--- src/rtl/ppsd_pkg.sv ---
package ppsd_pkg;

   localparam int unsigned QueueDepthDefault = 2;
   localparam int unsigned MaxTokens = 8;
   localparam int unsigned BufBits = 40;
   localparam logic [1:0] FulfilNone = 2'd2;

   // parse phases, numbered as the packed format walks them
   typedef enum logic [5:0] {
      PH_IDLE       = 6'd0,
      PH_POL_ID     = 6'd1,
      PH_POL_EFF    = 6'd2,
      PH_RULE_EXIST = 6'd3,
      PH_MAX_RULE   = 6'd4,
      PH_RULE_ID    = 6'd5,
      PH_RULE_EFF   = 6'd6,
      PH_MASK0      = 6'd7,
      PH_MASK1      = 6'd8,
      PH_MASK2      = 6'd9,
      PH_MASK3      = 6'd10,
      PH_MASK4      = 6'd11,
      PH_PERIOD     = 6'd12,
      PH_ITER       = 6'd13,
      PH_RES        = 6'd14,
      PH_ACT        = 6'd15,
      PH_MAX_COND   = 6'd16,
      PH_EXP_FUNC   = 6'd17,
      PH_EXP_EXIST  = 6'd18,
      PH_EXP_MAXIN  = 6'd19,
      PH_ATTR_TYPE  = 6'd20,
      PH_BOOL       = 6'd21,
      PH_BYTE       = 6'd22,
      PH_INT        = 6'd23,
      PH_FLOAT      = 6'd24,
      PH_LOCAL      = 6'd25,
      PH_STR_LEN    = 6'd26,
      PH_STR_CHAR   = 6'd27,
      PH_MAX_OBL    = 6'd28,
      PH_TASK_FUNC  = 6'd29,
      PH_TASK_EXIST = 6'd30,
      PH_TASK_MAXIN = 6'd31,
      PH_FUL_FLAG   = 6'd32,
      PH_FUL_BIT    = 6'd33
   } phase_type;

   // one queued input beat
   typedef struct packed {
      logic [7:0] data_byte;
      logic       start_req;
      logic [2:0] start_offset;
   } beat_type;

   // one result token
   typedef struct packed {
      logic [4:0]  token_kind;
      logic [31:0] token_value;
      logic [2:0]  rule_number;
      logic [2:0]  entry_number;
      logic [2:0]  input_number;
      logic [2:0]  char_number;
      logic        policy_done;
   } token_type;

   // field width of each phase
   function automatic logic [5:0] field_width(input phase_type ph);
      logic [5:0] w;
      unique case (ph)
         PH_POL_ID, PH_RULE_ID, PH_PERIOD, PH_ITER, PH_RES, PH_EXP_FUNC,
         PH_BYTE, PH_STR_CHAR, PH_TASK_FUNC:                 w = 6'd8;
         PH_MAX_RULE, PH_ACT, PH_MAX_COND, PH_EXP_MAXIN, PH_ATTR_TYPE,
         PH_LOCAL, PH_STR_LEN, PH_MAX_OBL, PH_TASK_MAXIN:    w = 6'd3;
         PH_INT:                                             w = 6'd16;
         PH_FLOAT:                                           w = 6'd32;
         PH_IDLE:                                            w = 6'd0;
         default:                                            w = 6'd1;
      endcase
      return w;
   endfunction

   // token kind of each phase
   function automatic logic [4:0] field_kind(input phase_type ph);
      logic [4:0] k;
      unique case (ph)
         PH_IDLE, PH_POL_ID:                        k = 5'd0;
         PH_BOOL, PH_BYTE, PH_INT, PH_FLOAT, PH_LOCAL: k = 5'd20;
         PH_STR_LEN:                                k = 5'd21;
         PH_STR_CHAR:                               k = 5'd22;
         PH_MAX_OBL:                                k = 5'd23;
         PH_TASK_FUNC:                              k = 5'd24;
         PH_TASK_EXIST:                             k = 5'd25;
         PH_TASK_MAXIN:                             k = 5'd26;
         PH_FUL_FLAG, PH_FUL_BIT:                   k = 5'd27;
         default:                                   k = 5'(ph - 6'd1);
      endcase
      return k;
   endfunction

   // value phase that follows an attribute type code
   function automatic phase_type type_phase(input logic [2:0] t);
      phase_type p;
      unique case (t)
         3'd0:    p = PH_BOOL;
         3'd2:    p = PH_INT;
         3'd3:    p = PH_FLOAT;
         3'd4:    p = PH_STR_LEN;
         3'd7:    p = PH_LOCAL;
         default: p = PH_BYTE;
      endcase
      return p;
   endfunction

endpackage

--- src/rtl/ppsd_req_if.sv ---
interface ppsd_req_if;
   logic       valid;
   logic       ready;
   logic [7:0] data_byte;
   logic       start_req;
   logic [2:0] start_offset;

   modport source (output valid, output data_byte, output start_req, output start_offset,
                   input ready);
   modport sink (input valid, input data_byte, input start_req, input start_offset,
                 output ready);
endinterface

--- src/rtl/ppsd_rsp_if.sv ---
interface ppsd_rsp_if;
   logic        valid;
   logic        ready;
   logic [4:0]  token_kind;
   logic [31:0] token_value;
   logic [2:0]  rule_number;
   logic [2:0]  entry_number;
   logic [2:0]  input_number;
   logic [2:0]  char_number;
   logic        policy_done;

   modport source (output valid, output token_kind, output token_value, output rule_number,
                   output entry_number, output input_number, output char_number,
                   output policy_done, input ready);
   modport sink (input valid, input token_kind, input token_value, input rule_number,
                 input entry_number, input input_number, input char_number,
                 input policy_done, output ready);
endinterface

--- src/rtl/packed_policy_stream_decoder_core.sv ---
// path: a taken beat is written to the queue, merged into the bit buffer when the parser
//   is free, and each field decoded from it is loaded into the output token register
// each beat is merged first, then its fields are decoded in turn: up to eight tokens
//   per beat, decoding stalls while a token is pending, and a set fulfil flag gives no token
// a small beat queue lets the input side run ahead while the parser works
// reset is synchronous, active high: queue empty, parser idle, no token pending
module packed_policy_stream_decoder_core
   import ppsd_pkg::*;
#(
   parameter int unsigned QueueDepth = QueueDepthDefault
) (
   input logic        clock,
   input logic        reset,
   ppsd_req_if.sink   req_ch,
   ppsd_rsp_if.source rsp_ch
);

   beat_type head;
   logic     head_valid;
   logic     head_pop;

   // front: beat acceptance and queue
   ppsd_front #(.QueueDepth(QueueDepth)) u_front (
      .clock      (clock),
      .reset      (reset),
      .req_ch     (req_ch),
      .head       (head),
      .head_valid (head_valid),
      .head_pop   (head_pop)
   );

   // back: bit buffer, field parser and token register
   ppsd_back u_back (
      .clock      (clock),
      .reset      (reset),
      .head       (head),
      .head_valid (head_valid),
      .head_pop   (head_pop),
      .rsp_ch     (rsp_ch)
   );

endmodule

--- src/rtl/ppsd_front.sv ---
module ppsd_front
   import ppsd_pkg::*;
#(
   parameter int unsigned QueueDepth = QueueDepthDefault
) (
   input  logic      clock,
   input  logic      reset,
   ppsd_req_if.sink  req_ch,
   output beat_type  head,
   output logic      head_valid,
   input  logic      head_pop
);

   localparam int unsigned PtrBits = (QueueDepth > 1) ? $clog2(QueueDepth) : 1;
   localparam int unsigned CntBits = $clog2(QueueDepth + 1);
   localparam logic [PtrBits-1:0] LastPtr = PtrBits'(QueueDepth - 1);
   localparam logic [CntBits-1:0] FullCnt = CntBits'(QueueDepth);

   beat_type            queue_ff [QueueDepth];
   logic [PtrBits-1:0]  wr_ptr_ff, wr_ptr_in;
   logic [PtrBits-1:0]  rd_ptr_ff, rd_ptr_in;
   logic [CntBits-1:0]  count_ff, count_in;
   logic                push;
   logic                pop;
   beat_type            beat;

   // classify the incoming beat into a queue entry
   assign beat.data_byte    = req_ch.data_byte;
   assign beat.start_req    = req_ch.start_req;
   assign beat.start_offset = req_ch.start_req ? req_ch.start_offset : 3'd0;

   assign req_ch.ready = (count_ff != FullCnt);
   assign push         = req_ch.valid && req_ch.ready;
   assign head_valid   = (count_ff != '0);
   assign pop          = head_pop && head_valid;
   assign head         = queue_ff[rd_ptr_ff];

   // pointer and fill bookkeeping
   always_comb begin
      wr_ptr_in = wr_ptr_ff;
      rd_ptr_in = rd_ptr_ff;
      count_in  = count_ff;
      if (push) begin
         wr_ptr_in = (wr_ptr_ff == LastPtr) ? '0 : wr_ptr_ff + 1'b1;
      end
      if (pop) begin
         rd_ptr_in = (rd_ptr_ff == LastPtr) ? '0 : rd_ptr_ff + 1'b1;
      end
      if (push && !pop) begin
         count_in = count_ff + 1'b1;
      end else if (pop && !push) begin
         count_in = count_ff - 1'b1;
      end
   end

   always_ff @(posedge clock) begin
      if (reset) begin
         wr_ptr_ff <= '0;
         rd_ptr_ff <= '0;
         count_ff  <= '0;
      end else begin
         wr_ptr_ff <= wr_ptr_in;
         rd_ptr_ff <= rd_ptr_in;
         count_ff  <= count_in;
      end
   end

   // queue storage
   always_ff @(posedge clock) begin
      if (push) begin
         queue_ff[wr_ptr_ff] <= beat;
      end
   end

endmodule

--- src/rtl/ppsd_back.sv ---
module ppsd_back
   import ppsd_pkg::*;
(
   input  logic       clock,
   input  logic       reset,
   input  beat_type   head,
   input  logic       head_valid,
   output logic       head_pop,
   ppsd_rsp_if.source rsp_ch
);

   logic [BufBits-1:0] buf_ff, buf_in;
   logic [5:0]         held_ff, held_in;
   phase_type          phase_ff, phase_in;
   logic [2:0]         rules_left_ff, rules_left_in;
   logic [2:0]         entries_left_ff, entries_left_in;
   logic [2:0]         inputs_left_ff, inputs_left_in;
   logic [2:0]         chars_left_ff, chars_left_in;
   logic [4:0]         masks_ff, masks_in;
   logic               task_ff, task_in;
   logic [2:0]         rule_ff, rule_in;
   logic [2:0]         entry_ff, entry_in;
   logic [2:0]         inp_ff, inp_in;
   logic [2:0]         chr_ff, chr_in;
   logic               busy_ff, busy_in;
   logic [3:0]         tok_cnt_ff, tok_cnt_in;
   logic               out_valid_ff, out_valid_in;
   token_type          out_ff, out_in;

   logic [5:0]  width;
   logic [5:0]  rest;
   logic [BufBits-1:0] shifted;
   logic [32:0] vmask;
   logic [31:0] value;
   logic        emit;
   logic        can_step;
   logic        stall;
   logic        step;
   logic        done;
   logic        out_free;

   // field extraction from the bit buffer
   assign width    = field_width(phase_ff);
   assign rest     = held_ff - width;
   assign shifted  = buf_ff >> rest;
   assign vmask    = (33'd1 << width) - 33'd1;
   assign value    = shifted[31:0] & vmask[31:0];
   assign emit     = !(phase_ff == PH_FUL_FLAG && value[0]);
   assign out_free = !out_valid_ff || rsp_ch.ready;
   assign can_step = busy_ff && (phase_ff != PH_IDLE) && (held_ff >= width)
                     && (tok_cnt_ff != 4'(MaxTokens));
   assign stall    = can_step && emit && !out_free;
   assign step     = can_step && !stall;
   assign done     = busy_ff && !can_step;
   assign head_pop = (!busy_ff || done) && head_valid;

   // parser state update: either take a new beat or decode one field
   always_comb begin
      logic attr_d, inputs_d, expr_d, obl_d, rule_d, fin;
      logic [4:0] nm;
      attr_d = 1'b0; inputs_d = 1'b0; expr_d = 1'b0;
      obl_d = 1'b0; rule_d = 1'b0; fin = 1'b0;
      nm = '0;
      buf_in          = buf_ff;
      held_in         = held_ff;
      phase_in        = phase_ff;
      rules_left_in   = rules_left_ff;
      entries_left_in = entries_left_ff;
      inputs_left_in  = inputs_left_ff;
      chars_left_in   = chars_left_ff;
      masks_in        = masks_ff;
      task_in         = task_ff;
      rule_in         = rule_ff;
      entry_in        = entry_ff;
      inp_in          = inp_ff;
      chr_in          = chr_ff;
      busy_in         = busy_ff;
      tok_cnt_in      = tok_cnt_ff;
      out_valid_in    = out_valid_ff && !rsp_ch.ready;
      out_in          = out_ff;

      if (done) begin
         busy_in = 1'b0;
      end

      if (head_pop) begin
         // merge a new beat into the buffer
         if (head.start_req) begin
            phase_in        = PH_POL_ID;
            held_in         = 6'd8 - {3'd0, head.start_offset};
            buf_in          = {32'd0, head.data_byte & (8'hFF >> head.start_offset)};
            rules_left_in   = '0;
            entries_left_in = '0;
            inputs_left_in  = '0;
            chars_left_in   = '0;
            masks_in        = '0;
            task_in         = 1'b0;
            rule_in         = '0;
            entry_in        = '0;
            inp_in          = '0;
            chr_in          = '0;
            busy_in         = 1'b1;
            tok_cnt_in      = '0;
         end else if (phase_ff != PH_IDLE) begin
            buf_in     = {buf_ff[BufBits-9:0], head.data_byte};
            held_in    = held_ff + 6'd8;
            busy_in    = 1'b1;
            tok_cnt_in = '0;
         end
      end else if (step) begin
         held_in = rest;
         buf_in  = buf_ff & ((40'd1 << rest) - 40'd1);
         if (emit) begin
            out_valid_in       = 1'b1;
            tok_cnt_in         = tok_cnt_ff + 1'b1;
            out_in.token_kind  = field_kind(phase_ff);
            out_in.token_value = (phase_ff == PH_FUL_FLAG) ? {30'd0, FulfilNone} : value;
            out_in.rule_number  = rule_ff;
            out_in.entry_number = entry_ff;
            out_in.input_number = inp_ff;
            out_in.char_number  = chr_ff;
            out_in.policy_done  = 1'b0;
         end

         unique case (phase_ff)
            PH_POL_ID:     phase_in = PH_POL_EFF;
            PH_POL_EFF:    phase_in = PH_RULE_EXIST;
            PH_RULE_EXIST: begin
               if (value[0]) phase_in = PH_MAX_RULE;
               else fin = 1'b1;
            end
            PH_MAX_RULE: begin
               rules_left_in = value[2:0];
               rule_in = '0; entry_in = '0; inp_in = '0; chr_in = '0;
               phase_in = PH_RULE_ID;
            end
            PH_RULE_ID:  phase_in = PH_RULE_EFF;
            PH_RULE_EFF: begin
               masks_in = '0;
               phase_in = PH_MASK0;
            end
            PH_MASK0, PH_MASK1, PH_MASK2, PH_MASK3: begin
               masks_in = {masks_ff[3:0], value[0]};
               phase_in = phase_type'(phase_ff + 6'd1);
            end
            PH_MASK4: begin
               nm = {masks_ff[3:0], value[0]};
               masks_in = nm;
               if (nm[4])      phase_in = PH_PERIOD;
               else if (nm[3]) phase_in = PH_ITER;
               else if (nm[2]) phase_in = PH_RES;
               else if (nm[1]) phase_in = PH_ACT;
               else            phase_in = PH_MAX_COND;
            end
            PH_PERIOD: begin
               if (masks_ff[3])      phase_in = PH_ITER;
               else if (masks_ff[2]) phase_in = PH_RES;
               else if (masks_ff[1]) phase_in = PH_ACT;
               else                  phase_in = PH_MAX_COND;
            end
            PH_ITER: begin
               if (masks_ff[2])      phase_in = PH_RES;
               else if (masks_ff[1]) phase_in = PH_ACT;
               else                  phase_in = PH_MAX_COND;
            end
            PH_RES: begin
               if (masks_ff[1]) phase_in = PH_ACT;
               else             phase_in = PH_MAX_COND;
            end
            PH_ACT: phase_in = PH_MAX_COND;
            PH_MAX_COND: begin
               entries_left_in = value[2:0];
               task_in = 1'b0;
               phase_in = PH_EXP_FUNC;
            end
            PH_EXP_FUNC: phase_in = PH_EXP_EXIST;
            PH_EXP_EXIST: begin
               if (value[0]) phase_in = PH_EXP_MAXIN;
               else expr_d = 1'b1;
            end
            PH_EXP_MAXIN, PH_TASK_MAXIN: begin
               inputs_left_in = value[2:0];
               phase_in = PH_ATTR_TYPE;
            end
            PH_ATTR_TYPE: phase_in = type_phase(value[2:0]);
            PH_BOOL, PH_BYTE, PH_INT, PH_FLOAT, PH_LOCAL: attr_d = 1'b1;
            PH_STR_LEN: begin
               chars_left_in = value[2:0];
               if (value[2:0] == 3'd0) attr_d = 1'b1;
               else phase_in = PH_STR_CHAR;
            end
            PH_STR_CHAR: begin
               chars_left_in = chars_left_ff - 1'b1;
               if (chars_left_ff == 3'd1) attr_d = 1'b1;
               else chr_in = chr_ff + 1'b1;
            end
            PH_MAX_OBL: begin
               entries_left_in = value[2:0];
               task_in = 1'b1;
               phase_in = PH_TASK_FUNC;
            end
            PH_TASK_FUNC: phase_in = PH_TASK_EXIST;
            PH_TASK_EXIST: begin
               if (value[0]) phase_in = PH_TASK_MAXIN;
               else phase_in = PH_FUL_FLAG;
            end
            PH_FUL_FLAG: begin
               if (value[0]) phase_in = PH_FUL_BIT;
               else obl_d = 1'b1;
            end
            PH_FUL_BIT: obl_d = 1'b1;
            default:    phase_in = PH_IDLE;
         endcase

         // end of an attribute
         if (attr_d) begin
            chr_in = '0;
            if (inputs_left_ff != '0) begin
               inputs_left_in = inputs_left_ff - 1'b1;
               inp_in = inp_ff + 1'b1;
               phase_in = PH_ATTR_TYPE;
            end else begin
               inputs_d = 1'b1;
            end
         end
         // end of an attribute list
         if (inputs_d) begin
            inp_in = '0;
            chr_in = '0;
            if (task_ff) phase_in = PH_FUL_FLAG;
            else expr_d = 1'b1;
         end
         // end of an expression
         if (expr_d) begin
            inp_in = '0;
            chr_in = '0;
            if (entries_left_ff != '0) begin
               entries_left_in = entries_left_ff - 1'b1;
               entry_in = entry_ff + 1'b1;
               phase_in = PH_EXP_FUNC;
            end else if (masks_ff[0]) begin
               entry_in = '0;
               phase_in = PH_MAX_OBL;
            end else begin
               rule_d = 1'b1;
            end
         end
         // end of an obligation
         if (obl_d) begin
            if (entries_left_ff != '0) begin
               entries_left_in = entries_left_ff - 1'b1;
               entry_in = entry_ff + 1'b1;
               phase_in = PH_TASK_FUNC;
            end else begin
               rule_d = 1'b1;
            end
         end
         // end of a rule
         if (rule_d) begin
            if (rules_left_ff != '0) begin
               rules_left_in = rules_left_ff - 1'b1;
               rule_in = rule_ff + 1'b1;
               entry_in = '0; inp_in = '0; chr_in = '0;
               task_in = 1'b0;
               phase_in = PH_RULE_ID;
            end else begin
               fin = 1'b1;
            end
         end
         // policy end drops the leftover bits
         if (fin) begin
            out_in.policy_done = 1'b1;
            phase_in = PH_IDLE;
            buf_in   = '0;
            held_in  = '0;
         end
      end
   end

   always_ff @(posedge clock) begin
      if (reset) begin
         buf_ff          <= '0;
         held_ff         <= '0;
         phase_ff        <= PH_IDLE;
         rules_left_ff   <= '0;
         entries_left_ff <= '0;
         inputs_left_ff  <= '0;
         chars_left_ff   <= '0;
         masks_ff        <= '0;
         task_ff         <= 1'b0;
         rule_ff         <= '0;
         entry_ff        <= '0;
         inp_ff          <= '0;
         chr_ff          <= '0;
         busy_ff         <= 1'b0;
         tok_cnt_ff      <= '0;
         out_valid_ff    <= 1'b0;
      end else begin
         buf_ff          <= buf_in;
         held_ff         <= held_in;
         phase_ff        <= phase_in;
         rules_left_ff   <= rules_left_in;
         entries_left_ff <= entries_left_in;
         inputs_left_ff  <= inputs_left_in;
         chars_left_ff   <= chars_left_in;
         masks_ff        <= masks_in;
         task_ff         <= task_in;
         rule_ff         <= rule_in;
         entry_ff        <= entry_in;
         inp_ff          <= inp_in;
         chr_ff          <= chr_in;
         busy_ff         <= busy_in;
         tok_cnt_ff      <= tok_cnt_in;
         out_valid_ff    <= out_valid_in;
      end
   end

   // output token register
   always_ff @(posedge clock) begin
      out_ff <= out_in;
   end

   assign rsp_ch.valid        = out_valid_ff;
   assign rsp_ch.token_kind   = out_ff.token_kind;
   assign rsp_ch.token_value  = out_ff.token_value;
   assign rsp_ch.rule_number  = out_ff.rule_number;
   assign rsp_ch.entry_number = out_ff.entry_number;
   assign rsp_ch.input_number = out_ff.input_number;
   assign rsp_ch.char_number  = out_ff.char_number;
   assign rsp_ch.policy_done  = out_ff.policy_done;

endmodule

--- src/flat_wrapper.sv ---
// flat-port wrapper written by rule: the top's interface ports become plain ports
module packed_policy_stream_decoder_core_flat import ppsd_pkg::*;
#(
   parameter int unsigned QueueDepth = QueueDepthDefault
)
  (clock, reset, req_ch_valid, req_ch_data_byte, req_ch_start_req, req_ch_start_offset, req_ch_ready, rsp_ch_valid, rsp_ch_token_kind, rsp_ch_token_value, rsp_ch_rule_number, rsp_ch_entry_number, rsp_ch_input_number, rsp_ch_char_number, rsp_ch_policy_done, rsp_ch_ready);
  ppsd_req_if req_ch_i ();
  ppsd_rsp_if rsp_ch_i ();
  input logic clock;
  input logic reset;
  input wire logic [$bits(req_ch_i.valid)-1:0] req_ch_valid;
  input wire logic [$bits(req_ch_i.data_byte)-1:0] req_ch_data_byte;
  input wire logic [$bits(req_ch_i.start_req)-1:0] req_ch_start_req;
  input wire logic [$bits(req_ch_i.start_offset)-1:0] req_ch_start_offset;
  output wire logic [$bits(req_ch_i.ready)-1:0] req_ch_ready;
  output wire logic [$bits(rsp_ch_i.valid)-1:0] rsp_ch_valid;
  output wire logic [$bits(rsp_ch_i.token_kind)-1:0] rsp_ch_token_kind;
  output wire logic [$bits(rsp_ch_i.token_value)-1:0] rsp_ch_token_value;
  output wire logic [$bits(rsp_ch_i.rule_number)-1:0] rsp_ch_rule_number;
  output wire logic [$bits(rsp_ch_i.entry_number)-1:0] rsp_ch_entry_number;
  output wire logic [$bits(rsp_ch_i.input_number)-1:0] rsp_ch_input_number;
  output wire logic [$bits(rsp_ch_i.char_number)-1:0] rsp_ch_char_number;
  output wire logic [$bits(rsp_ch_i.policy_done)-1:0] rsp_ch_policy_done;
  input wire logic [$bits(rsp_ch_i.ready)-1:0] rsp_ch_ready;
  assign req_ch_i.valid = req_ch_valid;
  assign req_ch_i.data_byte = req_ch_data_byte;
  assign req_ch_i.start_req = req_ch_start_req;
  assign req_ch_i.start_offset = req_ch_start_offset;
  assign req_ch_ready = req_ch_i.ready;
  assign rsp_ch_valid = rsp_ch_i.valid;
  assign rsp_ch_token_kind = rsp_ch_i.token_kind;
  assign rsp_ch_token_value = rsp_ch_i.token_value;
  assign rsp_ch_rule_number = rsp_ch_i.rule_number;
  assign rsp_ch_entry_number = rsp_ch_i.entry_number;
  assign rsp_ch_input_number = rsp_ch_i.input_number;
  assign rsp_ch_char_number = rsp_ch_i.char_number;
  assign rsp_ch_policy_done = rsp_ch_i.policy_done;
  assign rsp_ch_i.ready = rsp_ch_ready;
  packed_policy_stream_decoder_core #(.QueueDepth(QueueDepth)) u_core (.clock(clock), .reset(reset), .req_ch(req_ch_i), .rsp_ch(rsp_ch_i));
endmodule
--- config.mk ---
export PLATFORM = sky130hd
export DESIGN_NAME = packed_policy_stream_decoder_core_flat
export DESIGN_NICKNAME = d
export VERILOG_FILES = /design/src/rtl/ppsd_pkg.sv /design/src/rtl/ppsd_req_if.sv /design/src/rtl/ppsd_rsp_if.sv /design/src/rtl/packed_policy_stream_decoder_core.sv /design/src/rtl/ppsd_front.sv /design/src/rtl/ppsd_back.sv /design/src/flat_wrapper.sv
export SDC_FILE = /design/constraint.sdc
export NUM_CORES = 1
export LEC_CHECK = 0
export BUFFER_PORTS_ARGS = -buffer_cell sky130_fd_sc_hd__buf_2
export CORE_MARGIN = 1.5
export CORE_UTILIZATION = 55
export DETAILED_ROUTE_END_ITERATION = 10
export PLACE_DENSITY_LB_ADDON = 0.25
export SLEW_MARGIN = 20
export SYNTH_ARGS = -nofsm -noshare
export SYNTH_HDL_FRONTEND = slang
export SYNTH_SLANG_ARGS = --single-unit
--- constraint.sdc ---
create_clock -name clock -period 6.29 [get_ports clock]
set_input_delay 0.3145 -clock clock [delete_from_list [all_inputs] [get_ports clock]]
set_output_delay 0.3145 -clock clock [all_outputs]
set_load 0.05 [all_outputs]
==> results.ini <==
[timing]
max_freq_mhz=167.6
finalCritPeriodShare_pct=94.87
setup-violations-final=0
post-route-min-period_ps=5967
worst_slew_pin_slew_ps=1053
slew_headroom_pct=29.61
fin_skew_ps=11.91
fin_hold_ws_ps=56.96
drv_slew=0
finalHoldViolations=0
tns_ps=0
finalWorstSetupSlack_ps=322.9
rsz0062_at_grt=false

[placed_design]
portBuffers=67
dp_cells=1829
hpwl_um=29310
gp_congestion=0.9987
place_area_um2=13120
dp_slack_ps=207.2

[synth]
synth_top_flop_cell=dfxtp_1
synth-seq-area-share_pct=33.15
async_flop_share_pct=0
synth_seq_cells=171
avgSynthCellArea_um2=8.135
ys_warn_count=0
synth_top_area_share_pct=17.69
synthDistinctLibCells=85
syn_inst=1544
synth_nets=1600
yosysTopAreaCell=edfxtp_1
netlist_area_um2=12560
synthTopCellsByArea=edfxtp_1 18%, dfxtp_1 15%, nor2_1 5.5%
synth_edf_count=74

[worst_setup_path]
worstPathRequired_ps=6610
crit_type=reg -> reg
end_kind=register
ff2ff_setup_slack_ps=320
crit_fanout=16
worstSetupStartpointType=register
arrival_ps=6280
ff2ff_path_depth=16

[die]
rows=55
die_w_um=154.1
start_util_pct=55.82
die_h_um=154.1
core_area_um2=22500
io_pins=68
die_area_um2=23750

[power_and_ir_drop]
p_per_area_nw_per_um2=498.0
total_power_mw=6.837
p_leak_nw=5.106
ir_drop_v=0.0003575

[worst_hold_path]
hold_path_end=u_core.u_front.queue_ff[1][4]$_DFFE_PP_
whs_path_depth=1
hold_start=req_ch_data_byte[0]
hp-class=in -> reg

[global_routing]
grt_overflow=0
grt_max_degree=63
grtUsageTotal_pct=33.67
grt_antenna_before_repair=0
grt_pass1_vias=11170
grt_pass1_wl_um=62960

[clock_network]
htreeDepth=4
clock_latency_ps=440
cts_hold_buf=0
root_buffer=clkbuf_16
postCtsSetupRepairBufs=0
cts.reportedPaths.clkPinSlew_ps=80
cts_buffer_depth=2
cts_tree=done
post_cts_resized=0
cts_buffers=17
clock-sinks=171

[layout]
drive_above_1_share_pct=13.77
area_growth_pct=9.294
finish.utilization_pct=61.01
nets=1619
post-route-cell-area_um2=13730
n_antenna_cell=0
final_cells=1861

[run]
maxCapViolCount=0

[drt]
finalWirelength_um=40010
drt_iter0_markers=1460
vias_per_cell=6.694
wire_per_inst_um=21.50
vias=12460
dr.pass1.iters=5
route.detailed.drc=0
drtAntennaViolNets=0

[outcome]
status=finished clean

-- layout make-up --
| cell class | instances | area (um2) |
|---|---|---|
| Tap cell | 285 | 356.6 |
| Clock buffer | 19 | 442.9 |
| Sequential cell | 171 | 4167 |
| Inverter | 37 | 138.9 |
| Timing Repair Buffer | 116 | 705.7 |
| Clock inverter | 13 | 152.6 |
| Multi-Input combinational cell | 1220 | 7765 |
| Fill cell | 2031 | 8775 |
-- Yosys cell counts, types with 6 or more instances --
master,count
nor2_1,184
nand2_1,164
a21oi_1,122
o21ai_0,117
dfxtp_1,97
clkbuf_1,77
edfxtp_1,74
mux2i_1,68
nor3_1,51
a22oi_1,49
nand3_1,46
ha_1,40
inv_1,36
nand2b_1,22
a211oi_1,21
mux2_2,20
a31oi_1,18
and3_1,18
buf_2,16
nor2b_1,16
and2_1,15
nand4_1,15
o22ai_1,14
or3_1,14
mux4_2,13
xor2_1,13
buf_1,12
o21a_1,12
xnor2_1,11
nor4_1,9
o2111ai_1,9
a221oi_1,8
buf_6,7
o31ai_1,7
or2_2,7
a2111oi_0,6
a21o_1,6
a32oi_1,6
o211ai_1,6
-- layer usage --
metal / global-route usage [%] / vias up / share of wire (%)
met5: 0 / - / 0
met4: 10.77 / 0 / 2.7
met3: 7.751 / 88 / 11
met2: 48.93 / 725 / 42
met1: 49.25 / 5887 / 44
li1: - / 5757 / -
-- sequential cells by signal, summed over array words and instances, names as in the netlist, 4 cells and up, named ones only --
register                          count
u_core.u_front.queue_ff              24
u_core.u_back.phase_ff                6
u_core.u_back.rsp_ch.token_kind       5
u_core.u_back.masks_ff                4
u_core.u_back.tok_cnt_ff              4
u_core.u_back.buf_ff                 40
u_core.u_back.rsp_ch.token_value     32
u_core.u_back.held_ff                 6
-- critical path, stage by stage (launching register included) --
cell and delay (ps):
dfxtp_1 680, nand2b_1 220, ha_1 490, or4_1 660
nand2_1 240, mux4_2 550, o2bb2a_4 290, o2111ai_4 190
or4_4 550, a21o_1 370, nand2_8 180, nor3b_1 90
a2111oi_4 460, inv_1 130, ha_1 360, nor4_1 320
a211oi_2 60
-- power by group --
part / internal [mW] / switching (mW) / total (mW)
Clock: 0.545 / 0.536 / 1.08
Sequential: 1.27 / 0.100 / 1.37
Combinational: 1.45 / 2.94 / 4.39
-- how the worst max path moves through the flow --
stage | endpoint | slack [ps]
CTS | register | 200
global route | register | 70
floorplan | register | 450
finish | register | 320
global placement | register | 350
detailed placement | register | 210
-- cell usage in the layout (no fill, tap or decap), types with 46 or more instances in the layout --
cell type / n
edfxtp_1: 74
nor2_1: 182
nand2_1: 164
buf_2: 66
nand3_1: 46
mux2i_1: 68
nor3_1: 50
a21oi_1: 122
dfxtp_1: 95
o21ai_0: 117
a22oi_1: 49
buf_4: 50
-- cells by family after synthesis --
group / Yosys count / synth area share, %
adder cells (fa/ha/maj): 40 / 3.984
XOR/XNOR: 24 / 1.673
multiplexers: 102 / 9.662
AND/OR/NAND/NOR: 589 / 21.98
AO/OA/AOI/OAI: 465 / 24.30
flip-flops: 171 / 33.15
buffers and inverters: 153 / 5.250
No activity file was read; power rests on OpenSTA's default activity.
